### config.mk
export PLATFORM = sky130hd
export DESIGN_NAME = cell_reference_parser
export DESIGN_NICKNAME = d
export VERILOG_FILES = /design/src/rtl/crp_pkg.sv /design/src/rtl/cell_reference_parser.sv /design/src/rtl/crp_step.sv
export SDC_FILE = /design/constraint.sdc
export NUM_CORES = 1
export LEC_CHECK = 0
export CORE_AREA = 10 10 194 196
export DETAILED_ROUTE_END_ITERATION = 8
export DIE_AREA = 0 0 204 206
export DONT_BUFFER_PORTS = 1
export PLACE_DENSITY_LB_ADDON = 0.12
export SYNTH_ARGS = -nofsm -noshare
export SYNTH_HDL_FRONTEND = slang
export SYNTH_HIERARCHICAL = 1
export SYNTH_SLANG_ARGS = --single-unit
### constraint.sdc
create_clock -name clk_i -period 7.6 [get_ports clk_i]
set_input_delay 1.14 -clock clk_i [delete_from_list [all_inputs] [get_ports clk_i]]
set_output_delay 1.14 -clock clk_i [all_outputs]
set_load 0.01 [all_outputs]
### src/rtl/crp_pkg.sv
// ----------------------------------------------------------------------------
// Cell reference parser package
// Shared types, grammar phase codes, status codes and character constants.
// ----------------------------------------------------------------------------
`default_nettype none

package crp_pkg;

  // One character request
  typedef struct packed {
    logic [7:0] char_code;
    logic       is_last;
  } crp_in_t;

  // One parse result
  typedef struct packed {
    logic [1:0]  status;
    logic [13:0] column_index;
    logic [19:0] row_index;
  } crp_out_t;

  // Running parse state
  typedef struct packed {
    logic [2:0]  parse_phase;
    logic [14:0] column_value;
    logic [20:0] row_value;
    logic [1:0]  error_code;
  } crp_state_t;

  // Grammar positions
  localparam logic [2:0] PhStart = 3'd0;  // nothing seen
  localparam logic [2:0] PhLead  = 3'd1;  // leading '$'
  localparam logic [2:0] PhLet   = 3'd2;  // in letters
  localparam logic [2:0] PhMidNl = 3'd3;  // '$' with no letters before it
  localparam logic [2:0] PhMid   = 3'd4;  // '$' after letters
  localparam logic [2:0] PhDigNl = 3'd5;  // digits with no letters
  localparam logic [2:0] PhDig   = 3'd6;  // digits after letters

  // Status codes
  localparam logic [1:0] StOk     = 2'd0;
  localparam logic [1:0] StFormat = 2'd1;
  localparam logic [1:0] StRange  = 2'd2;

  // Register indexes
  localparam logic CfgColumnLimit = 1'b0;
  localparam logic CfgRowLimit    = 1'b1;

  // Hard caps so that an ok result fits the output fields
  localparam logic [14:0] ColCap = 15'd16384;
  localparam logic [20:0] RowCap = 21'd1048576;

  // Characters
  localparam logic [7:0] CharDollar = 8'h24;
  localparam logic [7:0] CharA      = 8'h41;
  localparam logic [7:0] CharZ      = 8'h5A;
  localparam logic [7:0] Char0      = 8'h30;
  localparam logic [7:0] Char9      = 8'h39;

endpackage

`default_nettype wire

### src/rtl/cell_reference_parser.sv
// ----------------------------------------------------------------------------
// Cell reference parser
// Parses a spreadsheet cell reference one character per request into a
// zero-based column and row with a status code.
// ----------------------------------------------------------------------------
// Throughput: one character per cycle unless a stalled result holds it off;
//   it updates the phase and column or row accumulator (constant multiply-add).
// Result: the result appears on the output register in the cycle after the
//   request carrying the last character is accepted.
// Reset: asynchronous, active low; clears the parse state and output valid,
//   and sets the limits to 16384 columns and 1048576 rows.
`default_nettype none

module cell_reference_parser (
  input  logic              clk_i,
  input  logic              rst_ni,
  // character requests
  input  logic              in_valid_i,
  output logic              in_stall_o,
  input  crp_pkg::crp_in_t  in_data_i,
  // results
  output logic              out_valid_o,
  input  logic              out_stall_i,
  output crp_pkg::crp_out_t out_data_o,
  // configuration writes
  input  logic              cfg_we_i,
  input  logic              cfg_index_i,
  input  logic [20:0]       cfg_data_i
);
  import crp_pkg::*;

  // limit registers
  logic [14:0] column_limit_q;
  logic [20:0] row_limit_q;

  // parse state
  crp_state_t state_q, state_d;
  crp_state_t step_state;
  crp_out_t   step_result;

  // output register
  logic     out_valid_q, out_valid_d;
  crp_out_t out_data_q;

  logic in_accept;
  logic out_accept;

  // The output register frees itself in the cycle it is taken, so a request
  // is only held off while a result sits there and downstream is stalling.
  assign in_stall_o = out_valid_q & out_stall_i;
  assign in_accept  = in_valid_i & ~in_stall_o;
  assign out_accept = out_valid_q & ~out_stall_i;

  // Configuration: the user must write only when idle; the block does not enforce it. No handshake.
  always_ff @(posedge clk_i or negedge rst_ni) begin
    if (!rst_ni) begin
      column_limit_q <= ColCap;
      row_limit_q    <= RowCap;
    end else if (cfg_we_i) begin
      unique case (cfg_index_i)
        CfgColumnLimit: column_limit_q <= cfg_data_i[14:0];
        CfgRowLimit:    row_limit_q    <= cfg_data_i;
        default:        ;
      endcase
    end
  end

  // Grammar and accumulator update for the incoming character
  crp_step u_step (
    .state_i        (state_q),
    .char_code_i    (in_data_i.char_code),
    .column_limit_i (column_limit_q),
    .row_limit_i    (row_limit_q),
    .state_o        (step_state),
    .result_o       (step_result)
  );

  // On the last character the state clears for the next reference
  always_comb begin
    state_d = state_q;
    if (in_accept) begin
      if (in_data_i.is_last) begin
        state_d = '{parse_phase: PhStart, column_value: '0, row_value: '0,
                    error_code: StOk};
      end else begin
        state_d = step_state;
      end
    end
  end

  always_ff @(posedge clk_i or negedge rst_ni) begin
    if (!rst_ni) begin
      state_q <= '{parse_phase: PhStart, column_value: '0, row_value: '0,
                   error_code: StOk};
    end else begin
      state_q <= state_d;
    end
  end

  // Output register: loads on the last character, holds while stalled
  assign out_valid_d = (in_accept & in_data_i.is_last) | (out_valid_q & ~out_accept);

  always_ff @(posedge clk_i or negedge rst_ni) begin
    if (!rst_ni) begin
      out_valid_q <= 1'b0;
    end else begin
      out_valid_q <= out_valid_d;
    end
  end

  // payload: no reset needed
  always_ff @(posedge clk_i) begin
    if (in_accept && in_data_i.is_last) begin
      out_data_q <= step_result;
    end
  end

  assign out_valid_o = out_valid_q;
  assign out_data_o  = out_data_q;

  // --------------------------------------------------------------------------
  // Assertions
  // --------------------------------------------------------------------------

  // a last character always leaves a result waiting
  a_last_gives_result: assert property (
    @(posedge clk_i) disable iff (!rst_ni)
    (in_accept && in_data_i.is_last) |=> out_valid_q
  ) else $error("last character did not produce a result");

  // a non-last character never creates a result out of nothing
  a_no_spurious_result: assert property (
    @(posedge clk_i) disable iff (!rst_ni)
    (!out_valid_q && in_accept && !in_data_i.is_last) |=> !out_valid_q
  ) else $error("result raised without a last character");

  // the parse state is clean after every reference
  a_clear_after_last: assert property (
    @(posedge clk_i) disable iff (!rst_ni)
    (in_accept && in_data_i.is_last) |=>
      (state_q.parse_phase == PhStart) && (state_q.error_code == StOk) &&
      (state_q.column_value == 15'd0) && (state_q.row_value == 21'd0)
  ) else $error("parse state not cleared after last character");

  // an error result carries zero indices
  a_error_zero_index: assert property (
    @(posedge clk_i) disable iff (!rst_ni)
    (out_valid_q && (out_data_q.status != StOk)) |->
      (out_data_q.column_index == 14'd0) && (out_data_q.row_index == 20'd0)
  ) else $error("error result with nonzero indices");

endmodule

`default_nettype wire

### src/rtl/crp_step.sv
// ----------------------------------------------------------------------------
// Cell reference parser step
// Applies one character to the parse state and forms the result it would give.
// ----------------------------------------------------------------------------
`default_nettype none

module crp_step (
  input  crp_pkg::crp_state_t state_i,
  input  logic [7:0]          char_code_i,
  input  logic [14:0]         column_limit_i,
  input  logic [20:0]         row_limit_i,
  output crp_pkg::crp_state_t state_o,
  output crp_pkg::crp_out_t   result_o
);
  import crp_pkg::*;

  logic        is_letter;
  logic        is_digit;
  logic        is_dollar;
  logic        take_letter;
  logic        take_digit;
  logic [2:0]  digit_phase;
  logic [14:0] col_lim;
  logic [20:0] row_lim;
  logic [7:0]  letter_off;
  logic [7:0]  digit_off;
  logic [18:0] col_v;
  logic [24:0] row_v;
  crp_state_t  nxt;

  assign is_letter = (char_code_i >= CharA) && (char_code_i <= CharZ);
  assign is_digit  = (char_code_i >= Char0) && (char_code_i <= Char9);
  assign is_dollar = (char_code_i == CharDollar);

  assign col_lim = (column_limit_i > ColCap) ? ColCap : column_limit_i;
  assign row_lim = (row_limit_i > RowCap) ? RowCap : row_limit_i;

  assign letter_off = char_code_i - CharA;
  assign digit_off  = char_code_i - Char0;

  // bijective base 26 and plain base 10 accumulators
  assign col_v = 19'(state_i.column_value) * 19'd26 + 19'(letter_off) + 19'd1;
  assign row_v = 25'(state_i.row_value) * 25'd10 + 25'(digit_off);

  always_comb begin
    nxt         = state_i;
    take_letter = 1'b0;
    take_digit  = 1'b0;
    digit_phase = PhDigNl;

    if (state_i.error_code == StOk) begin
      unique case (state_i.parse_phase)
        PhStart: begin
          if (is_dollar) nxt.parse_phase = PhLead;
          else if (is_letter) take_letter = 1'b1;
          else if (is_digit) take_digit = 1'b1;
          else nxt.error_code = StFormat;
        end
        PhLead: begin
          if (is_dollar) nxt.parse_phase = PhMidNl;
          else if (is_letter) take_letter = 1'b1;
          else if (is_digit) take_digit = 1'b1;
          else nxt.error_code = StFormat;
        end
        PhLet: begin
          digit_phase = PhDig;
          if (is_dollar) nxt.parse_phase = PhMid;
          else if (is_letter) take_letter = 1'b1;
          else if (is_digit) take_digit = 1'b1;
          else nxt.error_code = StFormat;
        end
        PhMidNl, PhDigNl: begin
          if (is_digit) take_digit = 1'b1;
          else nxt.error_code = StFormat;
        end
        PhMid, PhDig: begin
          digit_phase = PhDig;
          if (is_digit) take_digit = 1'b1;
          else nxt.error_code = StFormat;
        end
        default: nxt.error_code = StFormat;  // unused phase: nothing fits
      endcase
    end

    if (take_letter) begin
      nxt.parse_phase = PhLet;
      if (col_v > 19'(col_lim)) nxt.error_code = StRange;
      else nxt.column_value = col_v[14:0];
    end

    if (take_digit) begin
      nxt.parse_phase = digit_phase;
      if (row_v > 25'(row_lim)) nxt.error_code = StRange;
      else nxt.row_value = row_v[20:0];
    end
  end

  assign state_o = nxt;

  always_comb begin
    result_o.status       = nxt.error_code;
    result_o.column_index = '0;
    result_o.row_index    = '0;
    if (nxt.error_code == StOk) begin
      if ((nxt.parse_phase != PhDig) || (nxt.column_value == 15'd0) ||
          (nxt.row_value == 21'd0)) begin
        result_o.status = StFormat;
      end else begin
        result_o.column_index = 14'(nxt.column_value - 15'd1);
        result_o.row_index    = 20'(nxt.row_value - 21'd1);
      end
    end
  end

endmodule

`default_nettype wire
== Word-level counts from Yosys, hierarchy flattened ==
Cells that the tools add are included.
Cells by class
  muxes and demuxes: 35
  $add $sub $neg: 7
  $mul: 2
  reduce and logical (&&, ||, !) cells: 16
  eq/ne operators: 8
  bitwise gates (word level): 11
  magnitude comparators: 8
Operators by type and width (number)
  $mux 21: 2
  $mux 41: 1
  $mux 36: 1
  $mux 34: 1
  $mux 15: 2
  $add 25x8->25: 1
  $gt 25x21->1: 1
  $mul 21x3->24 const B: 1
  $mux 23: 1
  $gt 21x21->1 const B: 1
  $logic_not 21->1: 1
  $sub 20x1->20 const B: 1
  $add 19x1->19 const B: 1
  $add 19x8->19: 1
  $gt 19x15->1: 1
  $mul 15x4->18 const B: 1
  $mux 18: 1
  $mux 2: 9
  $mux 3: 6
  $gt 15x15->1 const B: 1
  $logic_not 15->1: 1
  $sub 14x1->14 const B: 1
  $eq 3x3->1 const B: 3
  $pmux 3 s3: 1
  24 further kinds: 46
Storage, ports and cells
  output and inout port bits: 38
  bits in registers: 114
  input port bits: 36
  logic and storage cells: 97

== Depth between registers and ports, before layout ==
Gate-level depths: netlist of the first run.
  word-level depth: 15
  mapped depth: 37
  depth with buffers taken out: 35

== Modules after synthesis ==
The synthesis of the first run kept the hierarchy.
Modules (own cells, without submodules)
  crp_step: area an instance 7330.8 µm², seq. area each 0.0 µm², instances 1, cells an instance 1037
  cell_reference_parser: area an instance 4342.9 µm², seq. area each 3035.4 µm², instances 1, cells an instance 251

== Least setup slack after synthesis of the first run ==
OpenSTA, ideal clock, no wires.
  path type: input -> register
  start: input in_data_i[1] (netlist bit)
  end: register out_data_q (netlist bit out_data_o[4]), data pin
  buffers on the path: 3
  path slack: 0.435 ns
  library setup time: 0.170 ns
  arrival time: 6.995 ns
  stages: 32
  data required time: 7.430 ns
  path through: clkbuf_1 -> inv_1 -> ha_1 -> xor2_1 -> ha_1 -> o21ai_0 -> a21oi_1 -> o31a_1 -> o31ai_1 -> or3_1 -> a21oi_1 -> o32a_1 -> o22ai_1 -> xnor2_1 -> ha_1 -> a21o_1 -> a21oi_1 -> nand2_1 -> o21ai_0 -> o21ai_1 -> nor3_4 -> buf_6 -> mux2_2 -> inv_1 -> ha_1 -> nor4b_1 -> a31oi_1 -> nand3_1 -> a211o_1 -> a31o_2 -> buf_6 -> nor4_2
RTL lines
  start, declared: line cell_reference_parser.sv:20  | input crp_pkg::crp_in_t in_data_i,
  end signal, assigned: line cell_reference_parser.sv:114  | out_data_q <= step_result;
  end, declared: line cell_reference_parser.sv:43  | crp_out_t out_data_q;

==> out/qor.yml, run 1 <==
final_layout:
  drive_above_1_share_pct: 17.63
  design.final.nets: 1501
  mostFrequentLayoutCell: "sky130_fd_sc_hd__ha_1"
  num_antenna_cells: 0
  final_cell_area_sq_um: 13160
  layout.cells.most_common_list: "129 x sky130_fd_sc_hd__ha_1, 99 x sky130_fd_sc_hd__nand2_1, 91 x sky130_fd_sc_hd__inv_1, 91 x sky130_fd_sc_hd__nor2_1, 84 x sky130_fd_sc_hd__mux2_2"
  area.growth.synth_to_final_pct: 12.69
floorplan:
  ios: 74
  initial_utilization_pct: 34.39
  num_rows: 68
  fp.dieW_um: 204
  dieArea_sq_um: 42020
  die_height_um: 206
  design.core.area_sq_um: 33950
synth:
  avgSynthCellArea_sq_um: 9.063
  synth_cell_type_count: 93
  async_flop_share_pct: 68.42
  synth_top_cells_by_area: "sky130_fd_sc_hd__dfrtp_1 16%, sky130_fd_sc_hd__ha_1 14%, sky130_fd_sc_hd__edfxtp_1 9.3%"
  synth_flop_cell: "sky130_fd_sc_hd__dfrtp_1"
  ys_seq_elements: 114
  multiplexer_fraction_of_the_synthesized_cell_area_pct: 12.10
  combinational_family_with_the_most_area_after_synthesis: "simple AND/OR/NAND/NOR gates"
  syn-num-nets: 1469
  syn-cell-area_sq_um: 11670
  synth-edff-count: 36
  synth_largest_type_area_fraction_pct: 16.29
  synth-xor-area-share_pct: 5.102
  synth_top_cell_by_area: "sky130_fd_sc_hd__dfrtp_1"
  synth_simple_gate_area_share_pct: 19.92
  synth-seq-area-share_pct: 26.00
  synth_adder_area_share_pct: 16.44
  number_of_synthesis_warnings: 6
  synthesis.instances: 1288
  synth-compound-area-share_pct: 15.34
power_and_ir_drop:
  p_leak_uw: 0.006413
  pwrdens_nw_per_um2: 166.5
  worst_ir_drop_vdd_v: 0.0001549
  fin_total_pwr_uw: 2190
route:
  routedWlPerCell_um: 20.15
  drc_errors: 0
  firstDrtPassIters: 5
  drt_iter0_drc: 570
  wirelength_mm: 36.03
  post_drt_via_cell_ratio: 5.460
  route.vias.total: 9763
  ant_nets: 0
timing:
  layout_worst_path_cycle_share_pct: 96.78
  post-route-min-period_ns: 7.356
  clk_skew_ns: 0.009127
  hold_slack_ns: 0.4012
  finalHoldViolCount: 0
  tightest_slew_margin_relative_to_the_limit_pct: 31.46
  fmax_ghz: 0.1360
  least_margin_pin_slew_ns: 1.017
  setup_viol: 0
  finalMaxSlewViolations: 0
hold_path:
  hold_class: "in -> async"
placement:
  dpl_cell_area_sq_um: 12400
  detailed_place_hpwl_mm: 28.47
  finalWeightedCongestion: 0.8661
  io_buffers: 0
critical_path:
  worst_path_required_ns: 7.91
  worstReg2RegEnd: "out_data_o[25]$_DFFE_PP_"
  category_of_the_worst_setup_path_capture_point: "flip-flop"
  critical_path.n_buffers_inverters: 3
  sort_of_element_at_the_start_of_the_critical_path: "flip-flop"
  cp_max_fo: 14
  timing.reg2reg.setup_slack_ns: 0.24
  cpLargestDelayFamily: "compound AO/OA/AOI/OAI gates"
  timing.critical_path.mode_cell: "sky130_fd_sc_hd__ha_1"
  critical_path.slowest_cell: "sky130_fd_sc_hd__fa_2"
  cpPeakStageDelay_ns: 0.44
  worst_r2r_startpoint: "state_q[24]$_DFFE_PN0P_"
  crit_type: "reg -> reg"
  cp.arrival_ns: 7.66
  worstRegToRegCells: 31
global_route:
  grt_pass1_vias: 9622
  gr-usage-met1_pct: 23.46
  pin_count_of_the_biggest_net_entering_global_routing: 79
  grtUsageMet2_pct: 26.59
  grt-busiest-layer: "met2"
  grt.met3_usage_pct: 3.981
  total_overflow_reported_by_the_global_router: 0
  grt_antenna_before_repair: 0
  grt.total_usage_pct: 17.15
  wire_length_of_the_first_global_routing_pass_mm: 56.14
run:
  drv.max_cap_violation_count: 0
clock_network:
  worstSkewPairLatency_ns: 0.43
  tritoncts_num_sinks: 114
  cts_made_buffers: 17
  clkTransAtPathRegs_ns: 0.06
  cts.htree.levels: 4
  clk_path_buf_depth: 2
  cts_root_buffer: "sky130_fd_sc_hd__clkbuf_16"
  tritoncts_clock_tree: "built"
outcome:
  outcome: "finished, final reports clean"
-- metrics by stage --
step / utilization (%) / setup TNS, ns / setup slack (ns) / instances
after floorplan: - / 0 / 0.4352 / 1288
after detailed placement: 36.52 / -9.601 / -0.4014 / 1751
final: 38.75 / 0 / 0.2444 / 1788
after global routing: 38.75 / -0.07419 / -0.02898 / 1788
after CTS: 38.27 / 0 / 0.04942 / 1783
after global placement: 36.52 / -9.907 / -0.3789 / 1751
-- flip-flops by register name (all words and copies together), names as in the netlist --
name            cells
state_q            41
out_valid_o         1
column_limit_q     15
out_data_o         36
row_limit_q        21
-- cell usage after synthesis (all sizes together) (19+ instances only) --
| library cell | number |
|---|---|
| ha | 131 |
| mux2 | 99 |
| nand2 | 99 |
| nor2 | 93 |
| inv | 91 |
| dfrtp | 76 |
| a21oi | 69 |
| nor2b | 53 |
| xnor2 | 44 |
| o21ai | 41 |
| nor3 | 39 |
| a21o | 37 |
| edfxtp | 36 |
| nand3 | 33 |
| mux2i | 26 |
| buf | 24 |
| xor2 | 24 |
| nor4 | 20 |
| clkbuf | 19 |
-- cell type report --
cell class,instances,area [sq um]
Clock buffer,20,456.7
Clock inverter,12,102.6
Tap cell,455,569.3
Inverter,92,345.3
Multi-Input combinational cell,1039,8205
Fill cell,3405,20790
Sequential cell,114,3039
Timing Repair Buffer,56,436.7
-- where the power goes --
group,switching [uW],total (uW),internal [uW]
clock,311,777,466
sequential,51.5,730,678
combinational,395,684,289
total,757,2190,1430
-- metal layers --
| metal | up-vias | share of wire (%) |
|---|---|---|
| li1 | 4740 | - |
| met1 | 4774 | 49 |
| met2 | 221 | 44 |
| met3 | 28 | 5.4 |
| met4 | 0 | 1.6 |
| met5 | - | 0 |
-- worst reg2reg max path: cells and delay by family (launching register included) --
family / cells / cell delay (ns)
xor+xnor: 1 / 0.28
fa+ha+maj: 6 / 1.82
buf+inv: 3 / 0.35
mux: 1 / 0.22
flops: 1 / 0.40
simple gates: 6 / 1.30
compound gates: 14 / 2.86
-- cell families after synthesis --
logic type | Yosys count
buffers and inverters | 135
AND/OR/NAND/NOR | 442
adder cells (fa/ha/maj) | 145
XOR/XNOR | 68
flip-flops | 114
multiplexers | 125
AO/OA/AOI/OAI | 259
-- repair_timing --
action | 4_1_cts | 5_1_grt
resized for setup | 8 | 27
setup buffers | 0 | 5
endpoints found under the hold margin | 0 | 0
hold buffers | 0 | 0
setup endpoints to repair | 35 | 35
pin swaps | 2 | 13
-- how the worst max path moves through the flow --
stage                                  startpoint                       end  slack, ns  cells after the start
final                     state_q[24]$_DFFE_PN0P_  out_data_o[25]$_DFFE_PP_       0.24                     31
after global routing      state_q[23]$_DFFE_PN0P_   out_data_o[4]$_DFFE_PP_      -0.03                     30
after CTS                 state_q[25]$_DFFE_PN0P_  out_data_o[28]$_DFFE_PP_       0.05                     30
after detailed placement             in_data_i[1]  out_data_o[28]$_DFFE_PP_      -0.40                     31
after global placement               in_data_i[1]  out_data_o[25]$_DFFE_PP_      -0.38                     31
after floorplan                      in_data_i[1]   out_data_o[4]$_DFFE_PP_       0.44                     32
(Power assumes the default switching activity.)
==> inputs of run 2 (changes only) <==
--- a/config.mk
+++ b/config.mk
@@ -5,9 +5,10 @@
 export SDC_FILE = /design/constraint.sdc
 export NUM_CORES = 1
 export LEC_CHECK = 0
-export CORE_AREA = 10 10 194 196
+export ABC_AREA = 1
+export CORE_AREA = 10 10 202 204
 export DETAILED_ROUTE_END_ITERATION = 8
-export DIE_AREA = 0 0 204 206
+export DIE_AREA = 0 0 212 214
 export DONT_BUFFER_PORTS = 1
 export PLACE_DENSITY_LB_ADDON = 0.12
 export SYNTH_ARGS = -nofsm -noshare
==> run 2 against run 1 <==
Final cell count is 26% higher; count of clock-buffer cells in the layout decreased by 2; via count rose by 13%; first-iteration DRC count up 44%; largest cell class unchanged; highest routed layer unchanged.
==> out/qor.yml, run 2 <==
route:
  route.vias.total: 11050
  ant_nets: 0
  drt_iter0_drc: 820
  routedWlPerCell_um: 15.84
  post_drt_via_cell_ratio: 4.889
  wirelength_mm: 35.82
  drc_errors: 0
  firstDrtPassIters: 5
timing:
  setup_viol: 0
  layout_worst_path_cycle_share_pct: 90.63
  clk_skew_ns: 0.01292
  finalMaxSlewViolations: 0
  tightest_slew_margin_relative_to_the_limit_pct: 19.72
  fmax_ghz: 0.1452
  least_margin_pin_slew_ns: 1.198
  finalHoldViolCount: 0
  grt_setup_unrepaired: "false"
  setup_total_negative_slack_ns: 0
  post-route-min-period_ns: 6.888
clock_network:
  cts_made_buffers: 17
  tritoncts_clock_tree: "built"
  holdBufCountCts: 0
  worstSkewPairLatency_ns: 0.44
  clk_path_buf_depth: 2
  tritoncts_num_sinks: 114
  clkTransAtPathRegs_ns: 0.06
  cts.htree.levels: 4
  cts_root_buffer: "sky130_fd_sc_hd__clkbuf_16"
power_and_ir_drop:
  pwrdens_nw_per_um2: 193.6
  seq_pwr_share_pct: 27.3
  p_sw_uw: 1047
  p_leak_uw: 0.007484
  power.share.switching_pct: 39.43
  internal_power_uw: 1608
  share_of_total_power_in_combinational_logic_pct: 37.8
  p_clk_share_pct: 34.9
  worst_ir_drop_vdd_v: 0.0001632
  fin_total_pwr_uw: 2656
synth:
  synth_top_cells_by_area: "sky130_fd_sc_hd__nand2_1 16%, sky130_fd_sc_hd__dfrtp_1 15%, sky130_fd_sc_hd__ha_1 13%"
  number_of_synthesis_warnings: 6
  synth-seq-area-share_pct: 23.86
  syn-num-nets: 1967
  most_frequently_used_cell_type_in_the_post_synthesis_netlist: "sky130_fd_sc_hd__nand2_1"
  async_flop_share_pct: 68.42
  leading_cell_types_by_count_after_synthesis: "554 x sky130_fd_sc_hd__nand2_1, 242 x sky130_fd_sc_hd__inv_1, 131 x sky130_fd_sc_hd__ha_1, 108 x sky130_fd_sc_hd__nor2_1, 99 x sky130_fd_sc_hd__nand4_1"
  synth-edff-count: 36
  syn-cell-area_sq_um: 12720
  synth_top_cell_by_area: "sky130_fd_sc_hd__nand2_1"
  synth_flop_cell: "sky130_fd_sc_hd__dfrtp_1"
  avgSynthCellArea_sq_um: 7.122
  synthesis.instances: 1786
  synth_cell_type_count: 53
  ys_seq_elements: 114
  synth_largest_type_area_fraction_pct: 16.35
critical_path:
  cp.arrival_ns: 7.07
  sort_of_element_at_the_start_of_the_critical_path: "flip-flop"
  worstRegToRegCells: 39
  critical_path.slowest_cell: "sky130_fd_sc_hd__fa_1"
  category_of_the_worst_setup_path_capture_point: "flip-flop"
  worstReg2RegEnd: "out_data_o[19]$_DFFE_PP_"
  worst_r2r_startpoint: "state_q[25]$_DFFE_PN0P_"
  cp_max_fo: 10
  worst_path_required_ns: 7.79
  timing.reg2reg.setup_slack_ns: 0.71
  crit_type: "reg -> reg"
  cpPeakStageDelay_ns: 0.49
final_layout:
  layout.cells.most_common_list: "554 x sky130_fd_sc_hd__nand2_1, 242 x sky130_fd_sc_hd__inv_1, 131 x sky130_fd_sc_hd__ha_1"
  drive_above_1_share_pct: 13.21
  final_util_pct: 37.03
  largest_register_ff_count: 41
  design.final.nets: 1955
  area.growth.synth_to_final_pct: 7.840
  num_antenna_cells: 0
  top_register: "state_q"
  mostFrequentLayoutCell: "sky130_fd_sc_hd__nand2_1"
hold_path:
  hold_class: "in -> async"
floorplan:
  die_height_um: 214
  num_rows: 71
  design.core.area_sq_um: 37040
  ios: 74
  fp.dieW_um: 212
  dieArea_sq_um: 45370
  initial_utilization_pct: 34.34
global_route:
  pin_count_of_the_biggest_net_entering_global_routing: 79
  grt-busiest-layer: "met1"
  grtUsageMet2_pct: 22.75
  total_overflow_reported_by_the_global_router: 0
  gr-usage-met1_pct: 23.88
  grt.met3_usage_pct: 3.537
  grt_pass1_vias: 10740
  grt_antenna_before_repair: 0
  grt.total_usage_pct: 15.96
  wire_length_of_the_first_global_routing_pass_mm: 58.04
placement:
  finalWeightedCongestion: 0.8574
  io_buffers: 0
  detailed_place_hpwl_mm: 29.08
run:
  drv.max_cap_violation_count: 0
outcome:
  outcome: "finished, final reports clean"
==> run 2: changes by cell type in the layout (fill, tap and decap cells not counted), sizes merged, moves of 28 or more <==
cell | before | now
nor3 | 39 | 11
xor2 | 24 | 52
a21o | 37 | 2
nor2 | 93 | 164
nand3 | 33 | 110
xnor2 | 44 | 8
inv | 96 | 260
nand4 | 15 | 99
buf | 56 | 15
nand2 | 99 | 611
mux2 | 99 | 0
nor2b | 53 | 0
==> run 2: worst max-delay path, delay by kind of cell, from the launching register on <==
family	cells	cell delay (ns)
compound gates	3	0.49
xor+xnor	2	0.36
fa+ha+maj	6	2.06
buf+inv	5	0.47
simple gates	23	2.76
flops	1	0.45
==> run 2: worst max-delay path by stage <==
| stage | from | endpoint |
|---|---|---|
| 6_report | state_q[25]$_DFFE_PN0P_ | out_data_o[19]$_DFFE_PP_ |
| 2_1_floorplan | state_q[25]$_DFFE_PN0P_ | out_data_o[27]$_DFFE_PP_ |
| 3_3_place_gp | in_data_i[1] | out_data_o[32]$_DFFE_PP_ |
| 5_1_grt | state_q[26]$_DFFE_PN0P_ | out_data_o[23]$_DFFE_PP_ |
| 4_1_cts | state_q[26]$_DFFE_PN0P_ | out_data_o[19]$_DFFE_PP_ |
| 3_5_place_dp | in_data_i[1] | out_data_o[19]$_DFFE_PP_ |
==> run 2: cell families after synthesis <==
logic type / after synthesis / share of synthesized area, %
simple gates: 1016 / 38.88
xor+xnor: 60 / 4.131
fa+ha+maj: 145 / 15.09
buf+inv: 307 / 10.87
flops: 114 / 23.86
compound gates: 144 / 7.161
==> run 2: power by group through the flow <==
| stage | clock (uW) | sequential (uW) | combinational [uW] |
|---|---|---|---|
| after global routing | 971 | 734 | 1150 |
| after floorplan | 0 | 721 | 791 |
| final | 926 | 726 | 1000 |
| after CTS | 945 | 727 | 977 |
| after detailed placement | 0 | 738 | 973 |
| after global placement | 0 | 738 | 972 |
==> run 2: layout make-up <==
cell class	count	area, sq um
Multi-Input combinational cell	1365	8322
Tap cell	474	593.1
Clock inverter	14	230.2
Inverter	261	982.2
Fill cell	3896	23330
Sequential cell	114	3035
Timing Repair Buffer	15	125.1
Clock buffer	18	429.2
==> run 2: what timing repair did <==
item / 4_1_cts / 5_1_grt
resized for setup: 0 / 3
endpoints found under the setup margin: 0 / 29
buffers inserted: 0 / 4
==> run 2: stage by stage <==
stage          area (sq um)  std cells  worst slack (ns)  hold WS (ns)
6_report              13720       2261            0.7119        0.4039
5_1_grt               13720       2261           0.01858        0.3766
4_1_cts               13680       2257            0.4403        0.3753
3_5_place_dp          13020       2225            0.3412        0.4861
3_3_place_gp          13020       2225            0.3484        0.4861
2_1_floorplan         12720       1786             1.738        0.4546
==> run 2: metal layers <==
metal / share of wire [%] / up-vias / wire [um]
met5: 0 / - / 0
met4: 0.68 / 0 / 244
met3: 5.4 / 18 / 1926
met2: 41 / 243 / 14660
met1: 53 / 5028 / 18980
li1: - / 5764 / -
